### config.mk
export PLATFORM = sky130hd
export DESIGN_NAME = mips_subset_decode_execute
export DESIGN_NICKNAME = d
export VERILOG_FILES = /design/src/hdl/msde_pkg.sv /design/src/hdl/mips_subset_decode_execute.sv /design/src/hdl/msde_front.sv /design/src/hdl/msde_queue.sv /design/src/hdl/msde_back.sv
export SDC_FILE = /design/constraint.sdc
export NUM_CORES = 2
export LEC_CHECK = 0
export ABC_AREA = 1
export BUFFER_PORTS_ARGS = -buffer_cell sky130_fd_sc_hd__buf_4
export CORE_MARGIN = 4
export CORE_UTILIZATION = 30
export CTS_CLUSTER_SIZE = 12
export DETAILED_ROUTE_END_ITERATION = 10
export PLACE_DENSITY_LB_ADDON = 0.08
export SLEW_MARGIN = 20
export SYNTH_ARGS = -nofsm -noshare
export SYNTH_HDL_FRONTEND = slang
export SYNTH_HIERARCHICAL = 1
export SYNTH_SLANG_ARGS = --single-unit
export TNS_END_PERCENT = 30
### constraint.sdc
create_clock -name i_clk -period 12.4 [get_ports i_clk]
set_input_delay 1.86 -clock i_clk [delete_from_list [all_inputs] [get_ports i_clk]]
set_output_delay 1.86 -clock i_clk [all_outputs]
set_load 0.03 [all_outputs]
### src/hdl/msde_pkg.sv
// Shared types, opcode and function codes for the MIPS subset decode/execute block.
// Used by msde_front, msde_queue, msde_back and mips_subset_decode_execute.
// No dependencies.
package msde_pkg;

    // Architectural sizes
    localparam int C_WORD_W     = 32;
    localparam int C_REG_IDX_W  = 5;
    localparam int C_NUM_REGS   = 1 << C_REG_IDX_W;
    localparam int C_SHAMT_W    = 5;
    localparam int C_IMM_W      = 16;

    // Program counter advance per instruction
    localparam logic [C_WORD_W-1:0] C_PC_STEP = 32'd4;

    // Depth of the queue between front and back
    localparam int C_QUEUE_DEPTH = 2;

    // Primary opcodes (bits 31..26)
    localparam logic [5:0] C_OPC_RTYPE = 6'h00;
    localparam logic [5:0] C_OPC_ADDI  = 6'h08;
    localparam logic [5:0] C_OPC_ANDI  = 6'h0C;
    localparam logic [5:0] C_OPC_ORI   = 6'h0D;

    // R-type function codes (bits 5..0)
    localparam logic [5:0] C_FN_SLL = 6'h00;
    localparam logic [5:0] C_FN_SRA = 6'h03;
    localparam logic [5:0] C_FN_ADD = 6'h20;
    localparam logic [5:0] C_FN_SUB = 6'h22;
    localparam logic [5:0] C_FN_AND = 6'h24;
    localparam logic [5:0] C_FN_OR  = 6'h25;
    localparam logic [5:0] C_FN_NOR = 6'h27;

    // Internal ALU operation codes
    typedef logic [2:0] t_op;
    localparam t_op C_OP_SLL = 3'd0;
    localparam t_op C_OP_SRA = 3'd1;
    localparam t_op C_OP_ADD = 3'd2;
    localparam t_op C_OP_SUB = 3'd3;
    localparam t_op C_OP_AND = 3'd4;
    localparam t_op C_OP_OR  = 3'd5;
    localparam t_op C_OP_NOR = 3'd6;
    localparam t_op C_OP_ILL = 3'd7;

    // Decoded request handed from front to back
    typedef struct packed {
        t_op                    op;
        logic                   use_imm;
        logic [C_REG_IDX_W-1:0] rs;
        logic [C_REG_IDX_W-1:0] rt;
        logic [C_REG_IDX_W-1:0] dest;
        logic [C_SHAMT_W-1:0]   shamt;
        logic [C_WORD_W-1:0]    imm;
    } t_uop;

endpackage

### src/hdl/mips_subset_decode_execute.sv
// Top level of the MIPS integer subset decode/execute block.
// Depends on msde_pkg, msde_front, msde_queue and msde_back.
//
// Usage:
//   Input channel: i_in_valid / o_in_ready carry one 32-bit instruction word
//   per request. Output channel: o_out_valid / i_out_ready carry one result
//   per instruction: next PC, write enable, destination register, written
//   value and an illegal flag (unknown encodings write nothing).
//   Path: a request passes from the queue into the register-file read stage,
//   then executes into the result register.
//   Throughput: one instruction per cycle while the receiver does not stall;
//   the register file read is registered and the write made in the same
//   cycle is forwarded, so dependent instructions follow back to back.
//   Reset (i_rst_n low at a clock edge) empties the queue and pipeline,
//   clears the program counter and marks every register as zero.
//   When the receiver stalls, the result register holds, the read stage
//   holds behind it, and the two-entry queue absorbs requests until full;
//   o_in_ready then drops.
module mips_subset_decode_execute (
    input  logic                i_clk,
    input  logic                i_rst_n,
    input  logic                i_in_valid,
    output logic                o_in_ready,
    input  logic [31:0]         i_instruction_word,
    output logic                o_out_valid,
    input  logic                i_out_ready,
    output logic [31:0]         o_next_pc,
    output logic                o_write_enable,
    output logic [4:0]          o_dest_register,
    output logic signed [31:0]  o_write_value,
    output logic                o_illegal
);
    import msde_pkg::*;

    logic push, pop, q_full, q_empty;
    t_uop push_uop, head_uop;

    msde_front u_front (
        .i_in_valid         (i_in_valid),
        .i_instruction_word (i_instruction_word),
        .i_queue_full       (q_full),
        .o_in_ready         (o_in_ready),
        .o_push             (push),
        .o_push_uop         (push_uop)
    );

    msde_queue u_queue (
        .i_clk      (i_clk),
        .i_rst_n    (i_rst_n),
        .i_push     (push),
        .i_push_uop (push_uop),
        .i_pop      (pop),
        .o_full     (q_full),
        .o_empty    (q_empty),
        .o_head     (head_uop)
    );

    msde_back u_back (
        .i_clk           (i_clk),
        .i_rst_n         (i_rst_n),
        .i_empty         (q_empty),
        .i_head          (head_uop),
        .o_pop           (pop),
        .o_out_valid     (o_out_valid),
        .i_out_ready     (i_out_ready),
        .o_next_pc       (o_next_pc),
        .o_write_enable  (o_write_enable),
        .o_dest_register (o_dest_register),
        .o_write_value   (o_write_value),
        .o_illegal       (o_illegal)
    );

endmodule

### src/hdl/msde_front.sv
// Front end: accepts instruction requests and decodes them into t_uop entries.
// Depends on msde_pkg; feeds msde_queue.
module msde_front (
    input  logic                     i_in_valid,
    input  logic [31:0]              i_instruction_word,
    input  logic                     i_queue_full,
    output logic                     o_in_ready,
    output logic                     o_push,
    output msde_pkg::t_uop           o_push_uop
);
    import msde_pkg::*;

    logic [5:0]         opcode;
    logic [5:0]         funct;
    logic [C_IMM_W-1:0] imm16;

    assign opcode = i_instruction_word[31:26];
    assign funct  = i_instruction_word[5:0];
    assign imm16  = i_instruction_word[C_IMM_W-1:0];

    // Accept whenever the queue has room
    assign o_in_ready = !i_queue_full;
    assign o_push     = i_in_valid && !i_queue_full;

    // Classify the instruction and prepare the second operand
    always_comb begin
        o_push_uop.rs      = i_instruction_word[25:21];
        o_push_uop.rt      = i_instruction_word[20:16];
        o_push_uop.shamt   = i_instruction_word[10:6];
        o_push_uop.dest    = i_instruction_word[20:16];
        o_push_uop.use_imm = 1'b1;
        o_push_uop.imm     = {{(C_WORD_W-C_IMM_W){1'b0}}, imm16};
        o_push_uop.op      = C_OP_ILL;
        unique case (opcode)
            C_OPC_RTYPE: begin
                o_push_uop.dest    = i_instruction_word[15:11];
                o_push_uop.use_imm = 1'b0;
                unique case (funct)
                    C_FN_SLL: o_push_uop.op = C_OP_SLL;
                    C_FN_SRA: o_push_uop.op = C_OP_SRA;
                    C_FN_ADD: o_push_uop.op = C_OP_ADD;
                    C_FN_SUB: o_push_uop.op = C_OP_SUB;
                    C_FN_AND: o_push_uop.op = C_OP_AND;
                    C_FN_OR:  o_push_uop.op = C_OP_OR;
                    C_FN_NOR: o_push_uop.op = C_OP_NOR;
                    default:  o_push_uop.op = C_OP_ILL;
                endcase
            end
            C_OPC_ADDI: begin
                o_push_uop.op  = C_OP_ADD;
                o_push_uop.imm = {{(C_WORD_W-C_IMM_W){imm16[C_IMM_W-1]}}, imm16};
            end
            C_OPC_ANDI: o_push_uop.op = C_OP_AND;
            C_OPC_ORI:  o_push_uop.op = C_OP_OR;
            default:    o_push_uop.op = C_OP_ILL;
        endcase
    end

endmodule

### src/hdl/msde_queue.sv
// Short FIFO of decoded requests between front and back.
// Depends on msde_pkg (t_uop, C_QUEUE_DEPTH).
module msde_queue (
    input  logic                i_clk,
    input  logic                i_rst_n,
    input  logic                i_push,
    input  msde_pkg::t_uop      i_push_uop,
    input  logic                i_pop,
    output logic                o_full,
    output logic                o_empty,
    output msde_pkg::t_uop      o_head
);
    import msde_pkg::*;

    localparam int PtrW = (C_QUEUE_DEPTH > 1) ? $clog2(C_QUEUE_DEPTH) : 1;
    localparam int CntW = $clog2(C_QUEUE_DEPTH + 1);

    t_uop             r_slot [C_QUEUE_DEPTH];
    logic [PtrW-1:0]  r_wr_ptr, n_wr_ptr;
    logic [PtrW-1:0]  r_rd_ptr, n_rd_ptr;
    logic [CntW-1:0]  r_count,  n_count;

    assign o_full  = (r_count == CntW'(C_QUEUE_DEPTH));
    assign o_empty = (r_count == '0);
    assign o_head  = r_slot[r_rd_ptr];

    // Advance pointers with wrap at the depth
    always_comb begin
        n_wr_ptr = r_wr_ptr;
        n_rd_ptr = r_rd_ptr;
        n_count  = r_count;
        if (i_push) begin
            n_wr_ptr = (r_wr_ptr == PtrW'(C_QUEUE_DEPTH - 1)) ? '0 : r_wr_ptr + 1'b1;
        end
        if (i_pop) begin
            n_rd_ptr = (r_rd_ptr == PtrW'(C_QUEUE_DEPTH - 1)) ? '0 : r_rd_ptr + 1'b1;
        end
        if (i_push && !i_pop) begin
            n_count = r_count + 1'b1;
        end else if (i_pop && !i_push) begin
            n_count = r_count - 1'b1;
        end
    end

    always_ff @(posedge i_clk) begin
        if (!i_rst_n) begin
            r_wr_ptr <= '0;
            r_rd_ptr <= '0;
            r_count  <= '0;
        end else begin
            r_wr_ptr <= n_wr_ptr;
            r_rd_ptr <= n_rd_ptr;
            r_count  <= n_count;
        end
    end

    // Store the incoming request
    always_ff @(posedge i_clk) begin
        if (i_push) begin
            r_slot[r_wr_ptr] <= i_push_uop;
        end
    end

endmodule

### src/hdl/msde_back.sv
// Back end: register file read, ALU, write-back, program counter and result register.
// Depends on msde_pkg; pops requests from msde_queue.
module msde_back (
    input  logic                i_clk,
    input  logic                i_rst_n,
    input  logic                i_empty,
    input  msde_pkg::t_uop      i_head,
    output logic                o_pop,
    output logic                o_out_valid,
    input  logic                i_out_ready,
    output logic [31:0]         o_next_pc,
    output logic                o_write_enable,
    output logic [4:0]          o_dest_register,
    output logic signed [31:0]  o_write_value,
    output logic                o_illegal
);
    import msde_pkg::*;

    // Register file storage with per-entry valid bits (reset reads as zero)
    logic [C_WORD_W-1:0]    r_mem [C_NUM_REGS];
    logic [C_NUM_REGS-1:0]  r_reg_vld;

    // Read stage
    logic                   r_rd_vld;
    t_uop                   r_uop;
    logic [C_WORD_W-1:0]    r_mem_a, r_mem_b;
    logic                   r_a_ok, r_b_ok;
    logic                   r_fwd_en;
    logic [C_REG_IDX_W-1:0] r_fwd_idx;
    logic [C_WORD_W-1:0]    r_fwd_val;

    // Program counter and result register
    logic [C_WORD_W-1:0]    r_pc, n_pc;
    logic                   r_out_vld;
    logic [C_WORD_W-1:0]    r_next_pc;
    logic                   r_we;
    logic [C_REG_IDX_W-1:0] r_dest;
    logic [C_WORD_W-1:0]    r_value;
    logic                   r_ill;

    logic                   exec_fire;
    logic                   load;
    logic [C_WORD_W-1:0]    opnd_a, opnd_b, opnd_b2, alu_res, wr_val;
    logic                   is_ill;
    logic [C_REG_IDX_W-1:0] wr_dest;
    logic                   wr_en;

    // Handshake between stages
    assign exec_fire = r_rd_vld && (!r_out_vld || i_out_ready);
    assign load      = !i_empty && (!r_rd_vld || exec_fire);
    assign o_pop     = load;

    // Select operands: forward the write made when the read was taken
    always_comb begin
        if (r_fwd_en && r_fwd_idx == r_uop.rs) begin
            opnd_a = r_fwd_val;
        end else begin
            opnd_a = r_a_ok ? r_mem_a : '0;
        end
        if (r_fwd_en && r_fwd_idx == r_uop.rt) begin
            opnd_b = r_fwd_val;
        end else begin
            opnd_b = r_b_ok ? r_mem_b : '0;
        end
        opnd_b2 = r_uop.use_imm ? r_uop.imm : opnd_b;
    end

    // Execute one operation
    always_comb begin
        is_ill = 1'b0;
        unique case (r_uop.op)
            C_OP_SLL: alu_res = opnd_b << r_uop.shamt;
            C_OP_SRA: alu_res = C_WORD_W'($signed(opnd_b) >>> r_uop.shamt);
            C_OP_ADD: alu_res = opnd_a + opnd_b2;
            C_OP_SUB: alu_res = opnd_a - opnd_b2;
            C_OP_AND: alu_res = opnd_a & opnd_b2;
            C_OP_OR:  alu_res = opnd_a | opnd_b2;
            C_OP_NOR: alu_res = ~(opnd_a | opnd_b2);
            default: begin
                alu_res = '0;
                is_ill  = 1'b1;
            end
        endcase
        wr_val  = is_ill ? '0 : alu_res;
        wr_dest = is_ill ? '0 : r_uop.dest;
        wr_en   = exec_fire && !is_ill && (r_uop.dest != '0);
        n_pc    = r_pc + C_PC_STEP;
    end

    // Hold control state
    always_ff @(posedge i_clk) begin
        if (!i_rst_n) begin
            r_rd_vld  <= 1'b0;
            r_out_vld <= 1'b0;
            r_pc      <= '0;
            r_reg_vld <= '0;
            r_fwd_en  <= 1'b0;
        end else begin
            if (load) begin
                r_rd_vld <= 1'b1;
                r_fwd_en <= wr_en;
            end else if (exec_fire) begin
                r_rd_vld <= 1'b0;
            end
            if (exec_fire) begin
                r_out_vld <= 1'b1;
                r_pc      <= n_pc;
            end else if (i_out_ready) begin
                r_out_vld <= 1'b0;
            end
            if (wr_en) begin
                r_reg_vld[r_uop.dest] <= 1'b1;
            end
        end
    end

    // Register file write and registered reads
    always_ff @(posedge i_clk) begin
        if (wr_en) begin
            r_mem[r_uop.dest] <= alu_res;
        end
        if (load) begin
            r_uop     <= i_head;
            r_mem_a   <= r_mem[i_head.rs];
            r_mem_b   <= r_mem[i_head.rt];
            r_a_ok    <= r_reg_vld[i_head.rs] && (i_head.rs != '0);
            r_b_ok    <= r_reg_vld[i_head.rt] && (i_head.rt != '0);
            r_fwd_idx <= r_uop.dest;
            r_fwd_val <= alu_res;
        end
    end

    // Capture the result
    always_ff @(posedge i_clk) begin
        if (exec_fire) begin
            r_next_pc <= n_pc;
            r_we      <= !is_ill;
            r_dest    <= wr_dest;
            r_value   <= wr_val;
            r_ill     <= is_ill;
        end
    end

    assign o_out_valid     = r_out_vld;
    assign o_next_pc       = r_next_pc;
    assign o_write_enable  = r_we;
    assign o_dest_register = r_dest;
    assign o_write_value   = $signed(r_value);
    assign o_illegal       = r_ill;

endmodule
# ---- Word level (Yosys, flattened, before mapping)
# Memories as Yosys holds them, arrays and structs flattened. A register that Yosys moved wholly into a read port is not among the register bits.
# Cells that the tools add are included.
dict set report word_totals {
  output_inout_bits 73
  in_bits 36
  regBits 237
  n_memories 2
  word_cells 124
  ram_bits 1136
}
# name depth word_bits read_ports rd_clocked_by_memory_dff wr line
set mem_list {}
lappend mem_list {u_back.r_mem 32 32 2 2 1 msde_back.sv:20} ;# logic [C_WORD_W-1:0] r_mem [C_NUM_REGS];
lappend mem_list {u_queue.r_slot 2 56 1 1 1 msde_queue.sv:18} ;# t_uop r_slot [C_QUEUE_DEPTH];
dict set report op_classes {
  reduce_logical 31
  shifts 2
  bitwise_logic 4
  n_mux 32
  n_addsub 7
  n_eq_ne 18
  order_cmp 4
}
# op count
set op_table {}
lappend op_table {{32-bit one-hot mux with 7 select lines} 1}
lappend op_table {{32-bit two-way mux} 6}
lappend op_table {{32-bit OR} 2}
lappend op_table {{32-bit by 3-bit adder with 32-bit output (second input constant)} 1}
lappend op_table {{32-bit adder} 1}
lappend op_table {{32-bit bitwise AND} 1}
lappend op_table {{32-bit NOT} 1}
lappend op_table {{32-bit by 5-bit << shifter with 32-bit output} 1}
lappend op_table {{32-bit by 5-bit >>> shifter with 32-bit output} 1}
lappend op_table {{32-bit subtractor} 1}
lappend op_table {{6-bit == test (second input constant)} 5}
lappend op_table {{3-bit one-hot mux with 7 select lines} 1}
lappend op_table {{6-bit by 4-bit == test with 1-bit output (second input constant)} 3}
lappend op_table {{5-bit by 6-bit < comparator with 1-bit output (second input constant)} 3}
lappend op_table {{1-bit two-way mux} 17}
lappend op_table {{5-bit nonzero test} 3}
lappend op_table {{1-bit logical AND} 12}
lappend op_table {{6-bit logical NOT} 2}
lappend op_table {{3-bit one-hot mux with 4 select lines} 1}
lappend op_table {{1-bit binary-select mux with 5-bit select} 2}
lappend op_table {{5-bit == test} 2}
lappend op_table {{3-bit == test (second input constant)} 3}
lappend op_table {{7-bit OR reduction} 1}
lappend op_table {{3-bit by 2-bit == test with 1-bit output (second input constant)} 2}
lappend op_table {{other kinds (15)} 25}

# ---- Depth between registers and ports, before layout
dict set report logic_depth {
  ltp_word 8
  mapped_depth 33
  ltp_nobuf 33
}

# ---- Hierarchy
# The synthesis kept the hierarchy.
# module area_each_um2 seq_area_each_um2 instances cells_each
set by_module_without_submodules {}
lappend by_module_without_submodules {msde_back 68363.1 38897.3 1 7343}
lappend by_module_without_submodules {msde_queue 4433.0 3463.3 1 209}
lappend by_module_without_submodules {msde_front 665.6 0.0 1 114}

# ---- Worst setup path after synthesis
# OpenSTA, ideal clock, no wires.
dict set report synth_path {
  path_type {input to register}
  start {input port i_out_ready}
  end {register u_queue.r_count[1]}
  stages 11
  slack_ns 6.305
  path_buffers 0
  setup_time_ns 0.064
  arrival_time_ns 6.031
  cell_sequence {inv_1 nand3_1 nand2_1 inv_1 inv_1 ha_1 inv_1 nand3_1 nand2_1 inv_1 nor2_1}
}
dict set report synth_via {
  elab_chain_len 7
  elab_cells_between_ends 9
}
# element line
set synth_lines {}
lappend synth_lines {{from (decl)} mips_subset_decode_execute.sv:26} ;# input logic i_out_ready,
lappend synth_lines {{1-bit logical OR *} msde_back.sv:49} ;# assign exec_fire = r_rd_vld && (!r_out_vld || i_out_ready);
lappend synth_lines {{1-bit logical AND *} msde_back.sv:49}
lappend synth_lines {{1-bit logical OR *} msde_back.sv:50} ;# assign load = !i_empty && (!r_rd_vld || exec_fire);
lappend synth_lines {{1-bit logical AND *} msde_back.sv:50}
lappend synth_lines {{named net pop} mips_subset_decode_execute.sv:35} ;# logic push, pop, q_full, q_empty;
lappend synth_lines {{1-bit logical NOT} msde_queue.sv:38} ;# if (i_push && !i_pop) begin
lappend synth_lines {{1-bit logical AND} msde_queue.sv:38}
lappend synth_lines {{2-bit two-way mux or 2-bit nonzero test (tied branches)} -}
lappend synth_lines {{to (signal assigned)} msde_queue.sv:53} ;# r_count <= n_count;
lappend synth_lines {{to (decl)} msde_queue.sv:21} ;# logic [CntW-1:0] r_count, n_count;
# Mark *: on every way through the listed nets, which the timed path passes. The rest lies on a longest branch.
# A chain may end at the register's enable or synchronous reset.

# ---- Worst setup path after layout
dict set report layout_path {
  start {register u_back.r_fwd_idx[1]}
  end {memory u_back.r_mem[23][16] (data pin)}
}
dict set report layout_via {
  elab_chain_len 7
  elab_cells_between_ends 15
}
# element line
set layout_lines {}
lappend layout_lines {{from (decl)} msde_back.sv:29} ;# logic [C_REG_IDX_W-1:0] r_fwd_idx;
lappend layout_lines {{from (signal assigned)} msde_back.sv:128} ;# r_fwd_idx <= r_uop.dest;
lappend layout_lines {{parallel branches: the longest is 6 deep, another holds 32-bit subtractor} -}
lappend layout_lines {{32-bit one-hot mux with 7 select lines *} msde_back.sv:71} ;# unique case (r_uop.op)
lappend layout_lines {{named net u_back.alu_res[16]} msde_back.sv:43} ;# logic [C_WORD_W-1:0] opnd_a, opnd_b, opnd_b2, alu_res, wr_val;
lappend layout_lines {{to (decl)} msde_back.sv:20}
# Mark *: on every way through the listed nets, which the timed path passes.

==> flow_summary.json <==
{
  "power_per_cell_area_nw_per_um2": 274,
  "final_period_minus_worst_setup_slack_ns": 6.28,
  "syn-mean-instance-area_um2": 9.58,
  "routed_wire_length_um": 322000,
  "most_frequently_used_cell_type_in_the_post_synthesis_netlist": "edfxtp_1",
  "run_status": "finished clean",
  "layout-area-overhead-vs-synth_pct": 12.9,
  "critical_path_class": "register to register",
  "worst_path_max_fanout": 33,
  "grt_pass1_wl_um": 447000,
  "yosysSeqAreaShare": 0.577,
  "ff2ff_setup_slack_ns": 6.12,
  "dp_cells": 10600,
  "tritoncts.num_buffers": 173,
  "clk-insertion-delay-late_ns": 0.85,
  "finish.net_count": 7638,
  "synth_commonest_cells": "edfxtp_1, o21ai_0, nand2_1, a21oi_1, inv_1",
  "cap_viol_max_count": 0,
  "worstSetupEndpointType": "register",
  "die_area_um2": 253000,
  "power_leakage_nw": 30.0,
  "timing_max_transition_violations_final": 0,
  "initialDrtViolationCount": 7047,
  "detail_route.first_pass.iterations": 7,
  "cell_accounting_for_the_most_synthesized_area": "edfxtp_1",
  "synth_top_cells_by_area": "edfxtp_1, o21ai_0, a21oi_1",
  "yosysWarningCount": 6,
  "async_set_or_reset_flop_fraction_in_the_synthesized_netlist": 0,
  "hold_viol_final": 0,
  "rr_worst_depth": 25,
  "vias_in_the_first_global_route": 57100,
  "antenna_violating_nets_post_route": 0,
  "ir_drop_mv": 0.181,
  "timing.rr.start": "u_back/r_fwd_idx[1]$_DFFE_PP_",
  "data_arrival_at_the_endpoint_of_the_critical_path_ns": 6.79,
  "netlist_instances": 7666,
  "fin_area_um2": 83000,
  "fp-row-count": 181,
  "instances_no_fill": 10900,
  "cts_tree": "yes",
  "top_level_ports": 109,
  "hold_depth": 2,
  "cts.reportedPaths.clkPinSlew_ns": 0.06,
  "hold-path-endpoint": "u_back/r_reg_vld[0]$_SDFFE_PN0P_",
  "hold_path_startpoint": "u_back/r_reg_vld[0]$_SDFFE_PN0P_",
  "placed_area_um2": 77700,
  "post_drt_wl_per_cell_um": 29.5,
  "clock_path_buffers": 3,
  "floorplan.initialDensity": 0.302,
  "max_freq_ghz": 0.159,
  "holdCritPathClass": "register to register",
  "drc_errors": 0,
  "fill_cells": 24700,
  "final.period_utilization": 0.506,
  "critPathSlowestCell": "o21ai_0",
  "globalRouteTotalUtil": 0.248,
  "maximum_number_of_pins_on_one_net_before_global_route_repair": 153,
  "synth_ff_type": "edfxtp_1",
  "fp.coreArea_um2": 243000,
  "post_cts_buffers": 0,
  "synth.lib_cells_used.distinct": 67,
  "yosysTopAreaCellShare": 0.558,
  "setup_violations": 0,
  "postCtsHoldBufs": 0,
  "worst_ep_required_time_ns": 12.91,
  "fp.dieW_um": 503,
  "ctsRootBufferMaster": "clkbuf_16",
  "antenna_found_initial": 13,
  "worst-slew-pin-transition_ns": 1.22,
  "final_layout_size_suffix_gt1_frac": 0.0958,
  "grt_setup_unrepaired": "no",
  "reg2reg_to": "u_back/r_mem[23][16]$_DFFE_PP_",
  "timing.clock.skew_ns": 0.0497,
  "total_neg_setup_slack_ns": 0,
  "synth_enable_flop_cells": 1364,
  "final_core_utilization": 0.341,
  "cts_repair_resize_count": 0,
  "gr-total-overflow": 0,
  "clock_sinks": 1434,
  "worst_path_most_repeated_cell": "nand2_1",
  "cts_max_level": 4,
  "hpwl_um": 195000,
  "die_h_um": 503,
  "synth_seq_cells": 1434,
  "place.gp.congestion": 0.934,
  "viasPerCell": 5.55,
  "post_synth_instance_area_um2": 73500,
  "maxSlewHeadroom": 0.177,
  "worst_path_largest_cell_delay_ns": 0.69,
  "critPathLaunchType": "register",
  "vias": 60600,
  "worst_hold_margin_ns": 0.462,
  "number_of_buffers_added_on_ports": 106
}
## final cells by class
cell class	count	area (µm²)	share of cell area
flip-flops and latches	1434	42400	0.511
multi-input cells	5000	26600	0.320
clock buffers	240	4720	0.0569
well taps	3202	4010	0.0483
inverters	682	2600	0.0313
repair buffers	274	2160	0.0260
clock inverters	74	542	0.00653
diodes	4	10.0	0.000121
## metrics by stage
stage          worst slack [ns]  total power [W]
2_1_floorplan              6.31           0.0134
3_3_place_gp               6.31           0.0180
3_5_place_dp               6.42           0.0180
4_1_cts                    6.38           0.0229
5_1_grt                    5.93           0.0240
6_report                   6.12           0.0228
## metal layers
| layer | share of wire | vias to the layer above | track usage |
|---|---|---|---|
| li1 | - | 27200 | - |
| met1 | 0.46 | 30400 | 0.356 |
| met2 | 0.45 | 2588 | 0.385 |
| met3 | 0.068 | 408 | 0.0367 |
| met4 | 0.031 | 2 | 0.0740 |
| met5 | 0.000040 | - | 0 |
## kinds of logic (layout without fill, tap and decap cells)
| logic type | count (synthesis) | in the layout | synth area share |
|---|---|---|---|
| flops | 1434 | 1434 | 0.577 |
| fa+ha+maj | 37 | 37 | 0.00640 |
| simple gates | 2280 | 2280 | 0.135 |
| compound gates | 2527 | 2527 | 0.195 |
| other cells | 1 | 38 | 0.0000510 |
| buf+inv | 1265 | 1270 | 0.0685 |
| xor+xnor | 64 | 64 | 0.00763 |
| mux | 58 | 58 | 0.0109 |
## flip-flops by register name (all words and copies together) (netlist names), 30 cells and up, named ones only
| name | cells |
|---|---|
| u_back/o_next_pc | 30 |
| u_back/o_write_value | 32 |
| u_back/r_fwd_val | 32 |
| u_back/r_mem | 1024 |
| u_back/r_mem_a | 32 |
| u_back/r_mem_b | 32 |
| u_back/r_pc | 30 |
| u_back/r_reg_vld | 32 |
| u_back/r_uop | 56 |
| u_queue/r_slot | 112 |
## worst max-delay path: cells and delay by family (launching register included)
family	cells	cell delay, ns
buf+inv	3	0.47
fa+ha+maj	2	0.55
flops	1	0.44
simple gates	14	2.60
compound gates	5	1.58
xor+xnor	1	0.25
## worst max-delay path by stage
| stage | slack (ns) | to | cells after the start | from |
|---|---|---|---|---|
| final | 6.12 | u_back/r_mem[23][16]$_DFFE_PP_ | 25 | u_back/r_fwd_idx[1]$_DFFE_PP_ |
| after global routing | 5.93 | u_back/r_mem[22][16]$_DFFE_PP_ | 25 | u_back/r_fwd_idx[1]$_DFFE_PP_ |
| after CTS | 6.38 | u_back/r_mem[22][16]$_DFFE_PP_ | 25 | u_back/r_fwd_idx[1]$_DFFE_PP_ |
| after detailed placement | 6.42 | u_back/r_mem[25][16]$_DFFE_PP_ | 25 | u_back/r_fwd_idx[4]$_DFFE_PP_ |
| after global placement | 6.31 | u_back/r_mem[25][16]$_DFFE_PP_ | 25 | u_back/r_fwd_idx[4]$_DFFE_PP_ |
| after floorplan | 6.31 | u_queue/r_count[1]$_SDFFE_PN0P_ | 11 | i_out_ready |
## power breakdown
group	internal [W]	switching, W
logic	0.00254	0.00796
clock network	0.00273	0.00208
registers	0.00699	0.000462
total	0.0123	0.0105
## placed cells by master, fill, tap and decap left out, drive strengths merged, types with 4 or more instances in the layout
| cell | instances |
|---|---|
| a211oi | 4 |
| a21o | 5 |
| a21oi | 721 |
| a221oi | 50 |
| a311oi | 6 |
| a31oi | 43 |
| a32oi | 44 |
| and2 | 29 |
| buf | 274 |
| bufinv | 4 |
| clkbuf | 240 |
| clkinv | 70 |
| conb | 34 |
| dfxtp | 70 |
| diode | 4 |
| edfxtp | 1364 |
| ha | 36 |
| inv | 681 |
| mux2 | 56 |
| nand2 | 944 |
| nand3 | 624 |
| nand3b | 7 |
| nand4 | 34 |
| nor2 | 553 |
| nor3 | 30 |
| nor4 | 6 |
| o2111ai | 4 |
| o211a | 8 |
| o211ai | 254 |
| o21a | 63 |
| o21ai | 1233 |
| o21bai | 7 |
| o221ai | 65 |
| or2 | 50 |
| xnor2 | 4 |
| xor2 | 60 |
No activity file was read; power rests on OpenSTA's default activity.
